### src/rtl/core/rsch_pkg.sv
// rsch_pkg: widths, codes, state encoding and control structs for the
// ray/sphere closest-hit unit; no dependencies, imported by every rtl/core module
`default_nettype none

package rsch_pkg;

  // field widths
  localparam int POS_W   = 32;
  localparam int RAD_W   = 31;
  localparam int DIST_W  = 31;
  localparam int IDX_W   = 6;
  localparam int CNT_W   = 7;
  localparam int ENTRY_W = 3 * POS_W + RAD_W;

  // wide arithmetic: 68-bit signed operands, 136-bit accumulator
  localparam int OPW      = 68;
  localparam int CHW      = 17;
  localparam int NCH      = OPW / CHW;
  localparam int ACCW     = 2 * OPW;
  localparam int A_W      = 64;
  localparam int NW       = OPW + 2;
  localparam int SQ_IT    = ACCW / 2;
  localparam int SQ_REM_W = OPW + 2;
  localparam int IT_W     = 7;

  localparam logic [DIST_W-1:0] DIST_MAX = '1;

  typedef enum logic {
    FUNC_LOAD  = 1'b0,
    FUNC_QUERY = 1'b1
  } func_e;

  typedef enum logic [3:0] {
    ST_IDLE,
    ST_A_MUL,
    ST_RD,
    ST_RD_WAIT,
    ST_H_MUL,
    ST_C_MUL,
    ST_D_MUL,
    ST_SQRT,
    ST_ROOT,
    ST_DIV,
    ST_CHECK,
    ST_NEXT,
    ST_DONE
  } state_e;

  typedef struct packed {
    logic start;
    logic clear;
    logic negate;
  } mac_ctrl_t;

  typedef struct packed {
    logic busy;
    logic done;
  } mac_stat_t;

endpackage

`default_nettype wire

### src/rtl/core/rsch_mac.sv
// rsch_mac: multi-cycle signed 68x68 multiply-accumulate, one 68x17 partial
// product per cycle into a 136-bit accumulator; depends on rsch_pkg
`default_nettype none

module rsch_mac (
  input  logic                                clk_i,
  input  logic                                rst_ni,
  input  rsch_pkg::mac_ctrl_t                 ctrl_i,
  input  logic signed [rsch_pkg::OPW-1:0]     x_i,
  input  logic signed [rsch_pkg::OPW-1:0]     y_i,
  output rsch_pkg::mac_stat_t                 stat_o,
  output logic signed [rsch_pkg::ACCW-1:0]    acc_o
);
  import rsch_pkg::*;

  logic [OPW-1:0]         abs_x, abs_y;
  logic [OPW-1:0]         ma_q, mb_q;
  logic                   sign_q, clear_q;
  logic                   busy_q, done_q;
  logic [2:0]             cnt_q;
  logic [ACCW-1:0]        prod_q, pp_sh;
  logic [OPW+CHW-1:0]     pp;
  logic signed [ACCW-1:0] acc_q, base;

  // magnitudes, sign handled at the end
  assign abs_x = x_i[OPW-1] ? OPW'(-x_i) : OPW'(x_i);
  assign abs_y = y_i[OPW-1] ? OPW'(-y_i) : OPW'(y_i);

  // one chunk of the multiplier per cycle
  assign pp    = (OPW+CHW)'(ma_q) * (OPW+CHW)'(mb_q[CHW-1:0]);
  assign pp_sh = ACCW'(pp) << (CHW * cnt_q);
  assign base  = clear_q ? '0 : acc_q;

  // control
  always_ff @(posedge clk_i or negedge rst_ni) begin
    if (!rst_ni) begin
      busy_q <= 1'b0;
      done_q <= 1'b0;
      cnt_q  <= '0;
    end else begin
      done_q <= 1'b0;
      if (ctrl_i.start) begin
        busy_q <= 1'b1;
        cnt_q  <= '0;
      end else if (busy_q && cnt_q < 3'(NCH)) begin
        cnt_q <= cnt_q + 3'd1;
      end else if (busy_q) begin
        busy_q <= 1'b0;
        done_q <= 1'b1;
      end
    end
  end

  // datapath
  always_ff @(posedge clk_i) begin
    if (ctrl_i.start) begin
      ma_q    <= abs_x;
      mb_q    <= abs_y;
      sign_q  <= x_i[OPW-1] ^ y_i[OPW-1] ^ ctrl_i.negate;
      clear_q <= ctrl_i.clear;
      prod_q  <= '0;
    end else if (busy_q && cnt_q < 3'(NCH)) begin
      prod_q <= prod_q + pp_sh;
      mb_q   <= mb_q >> CHW;
    end else if (busy_q) begin
      acc_q <= sign_q ? base - $signed(prod_q) : base + $signed(prod_q);
    end
  end

  assign stat_o.busy = busy_q;
  assign stat_o.done = done_q;
  assign acc_o       = acc_q;

endmodule

`default_nettype wire

### config.mk
export PLATFORM = sky130hd
export DESIGN_NAME = rsch_mac
export DESIGN_NICKNAME = d
export VERILOG_FILES = /design/src/rtl/core/rsch_pkg.sv /design/src/rtl/core/rsch_mac.sv
export SDC_FILE = /design/constraint.sdc
export NUM_CORES = 2
export LEC_CHECK = 0
export BUFFER_PORTS_ARGS = -buffer_cell sky130_fd_sc_hd__buf_2
export CAP_MARGIN = 0
export CORE_UTILIZATION = 30
export CTS_CLUSTER_SIZE = 30
export DETAILED_ROUTE_END_ITERATION = 6
export SKIP_LAST_GASP = 1
export SYNTH_ARGS = -nofsm -noshare
export SYNTH_HDL_FRONTEND = slang
export SYNTH_SLANG_ARGS = --single-unit
### constraint.sdc
create_clock -name clk_i -period 16.3 [get_ports clk_i]
set_input_delay 0.815 -clock clk_i [delete_from_list [all_inputs] [get_ports clk_i]]
set_output_delay 0.815 -clock clk_i [all_outputs]
set_load 0.02 [all_outputs]
==> summary.txt <==
Synthesis
  – Syn Std Cell Area: 0.0770 mm^2
  – Synthesis Warnings: 0
  – Post-synth EDFFs: approximately 270
  – Post-Syn Nets: approximately 11k
  – Synthesized area per cell: roughly 8.0 um^2
  – Synthesized instance count: between 9k and 10k
  – Flops & latches, synth: between 400 and 500
  – Async SR Flop Fraction: 1.20%
  – Distinct cell type count after synthesis: 90
  – Ys flop type: edfxtp_1
  – Sequential share of the synthesized area: between 10% and 20%

Run
  – Max Cap Violations: 0

Critical path
  – CP top delay family: compound AO/OA/AOI/OAI gates
  – CP endpoint kind: flip-flop
  – CP Data Arrival Time: roughly 14000 ps
  – Setup CP Type: reg -> reg
  – CP max stage cell: a2111oi_0
  – Crit path top cell by count: fa_1
  – WP buf/inv: 6
  – Startpoint Class: flip-flop
  – WP data required: 16890 ps
  – Largest fanout on the critical path: 68
  – Peak per-stage delay on the critical path: just under 800 ps

Drt
  – Initial drt markers: between 5k and 6k
  – DRT antenna net count: 0
  – Drc violations: 0
  – Wire per inst: 20.9 um
  – Drt first pass iters: 7
  – Routed WL: about 270000 um
  – Avg Vias per Cell: between 5 and 6
  – Via Count: roughly 67k

Place
  – Number of buffers added on ports: 278
  – Gp weighted congestion: a little over 1
  – Hpwl dp: 214000 um
  – Placed cell area: roughly 0.081 mm^2

Timing
  – Final setup TNS: 0 ps
  – Min Clock Period, post-route: about 13000 ps
  – Final period util: 81.1%
  – Slew at the pin with the worst max-slew slack: 1290 ps
  – # setup viols final: 0
  – Fin. Hold Viols: 0
  – Unrepaired setup endpoints after global routing: no
  – Clk_skew: about 26 ps
  – Max-slew headroom: about 14%
  – Max frequency: ~76 MHz
  – Fin. max-slew vios: 0

Final layout
  – Share of layout cells above drive strength 1: ~6.0%
  – Fill cell count: between 20k and 30k
  – Combined area of the multi-input logic cells: a little under 0.06 mm^2
  – Reg area: around 0.011 mm^2
  – Fin area: about 0.083 mm^2
  – Nets: between 10k and 15k
  – Area delta synth->final: 7.70%

Global routing
  – Pin count of the biggest net entering global routing: around 140
  – Overall routing resource usage: roughly a fifth
  – Number of global-route vias before repair: 67.2k
  – Grt total ovfl: 0
  – First-pass GRT wire length: around 420000 um
  – Initial antenna violation count: 40

Clock tree
  – Clock transition at the registers of the reported paths: 60 ps
  – Clk root buf: clkbuf_16
  – Clock tree buffer depth: 3
  – Clock Sinks: between 400 and 500
  – Buffer count from post-CTS setup fixing: 0
  – Clock Latency Late Sink: ~710 ps
  – H-tree Lvls: 2
  – TritonCTS buffer count: 54
  – CTS tree: yes

Floorplanning
  – Core region area: 0.255 mm^2
  – I/O Pins: about 280
  – Die ar.: between 0.2 and 0.3 mm^2
  – Site Rows: between 150 and 200
  – Die width: around 510 um
  – Starting Density: 30.2%
  – Die height: 509 um

Worst hold path
  – Hold crit path type: in -> reg

Status
  – Outcome: finished clean
==> worst paths after layout <==
| path | from | to | slack [ps] | depth (start not counted) |
|---|---|---|---|---|
| worst max-delay path | mb_q[8] | prod_q[132] | 3070 | 41 |
| worst min-delay path | ctrl_i[1] | clear_q | 380 | 1 |
| worst max register to register | mb_q[8] | prod_q[132] | 3070 | 41 |
| worst min register to register | prod_q[94] | prod_q[94] | 510 | 2 |
| max in group asynchronous | rst_ni | cnt_q[0] | 15530 | 2 |
| min in group asynchronous | rst_ni | cnt_q[2] | 520 | 2 |
==> timing repair <==
item,4_1_cts,5_1_grt
gates resized for setup,0,0
hold endpoints to repair,5,0
hold buffers,1,0
==> Yosys cell counts (178+ instances only) <==
library cell	instances	area (um^2)
fa_1	991	19800
edfxtp_1	274	8230
xnor2_1	427	3740
and2_1	363	2270
o21ai_0	361	1810
ha_1	433	5420
clkbuf_1	556	2090
nand2_1	1468	5510
xor2_1	178	1560
a21o_1	244	1830
inv_1	1378	5170
nor2_1	497	1870
a21oi_1	760	3800
==> metal layers <==
layer	global-route usage (%)	share of wire (%)	wire length (um)	up-vias
met5	0	0.044	119	-
met4	6.45	3.4	9270	20
met3	3.88	8.1	21700	442
met2	32.2	44	117000	2492
met1	29.1	45	121000	33349
li1	-	-	-	31138
==> through the flow <==
stage                     cells  setup slack [ps]  hold WS [ps]  utilization (%)
after floorplan            9608              4190           468                -
after global placement    12753              3280           501             31.9
after detailed placement  12753              3200           504             31.9
after CTS                 12856              3160           326             32.6
after global routing      12856              2200           346             32.6
final                     12861              3070           376             32.6
==> registers in the layout, summed over array words and instances (netlist names) <==
| name | cells |
|---|---|
| sign_q | 1 |
| prod_q | 136 |
| clear_q | 1 |
| ma_q | 68 |
| cnt_q | 3 |
| mb_q | 68 |
| done_q | 1 |
| acc_o | 136 |
| busy_q | 1 |
==> cells in the final DEF (no fill, tap or decap), types with 34 or more instances in the layout <==
master / instances
edfxtp_1: 274
nand4_1: 159
a21boi_0: 34
clkbuf_16: 56
nor4_1: 38
xor2_1: 178
a22o_1: 38
or3_1: 37
inv_1: 1374
nor2_1: 495
o21bai_1: 98
o21a_1: 36
dfxtp_1: 136
nor3_1: 115
a211oi_1: 50
buf_2: 277
xnor2_1: 427
ha_1: 433
buf_4: 98
nor2b_1: 159
fa_1: 991
o21ai_0: 361
a21oi_1: 760
nand2b_1: 49
nand3_1: 72
nand2_1: 1467
and3_1: 43
a31oi_1: 66
a21o_1: 244
o31ai_1: 59
and2_1: 363
==> cells by family (layout without fill, tap and decap cells) <==
kind of cell / Yosys count / after routing / share of synthesized area, %
other: 0 / 5 / 0
AO/OA/AOI/OAI: 2011 / 2011 / 16.3
XOR/XNOR: 605 / 605 / 6.88
flip-flops: 415 / 415 / 14.4
adder cells (fa/ha/maj): 1424 / 1424 / 32.8
AND/OR/NAND/NOR: 3111 / 3111 / 18.9
buffers and inverters: 1976 / 1858 / 9.65
multiplexers: 66 / 66 / 1.07
==> final cells by class <==
cell class / instances / share of cell area, %
Sequential cell: 415 / 13.4
Clock inverter: 33 / 0.329
Clock buffer: 69 / 1.78
Multi-Input combinational cell: 7217 / 70.6
Timing Repair Buffer: 378 / 2.61
Tap cell: 3366 / 5.08
Antenna cell: 5 / 0.0151
Inverter: 1378 / 6.24
Power is left out: the tool's default activity adds up to more than one toggle a clock period on the data nets, which glitch-free logic cannot reach.
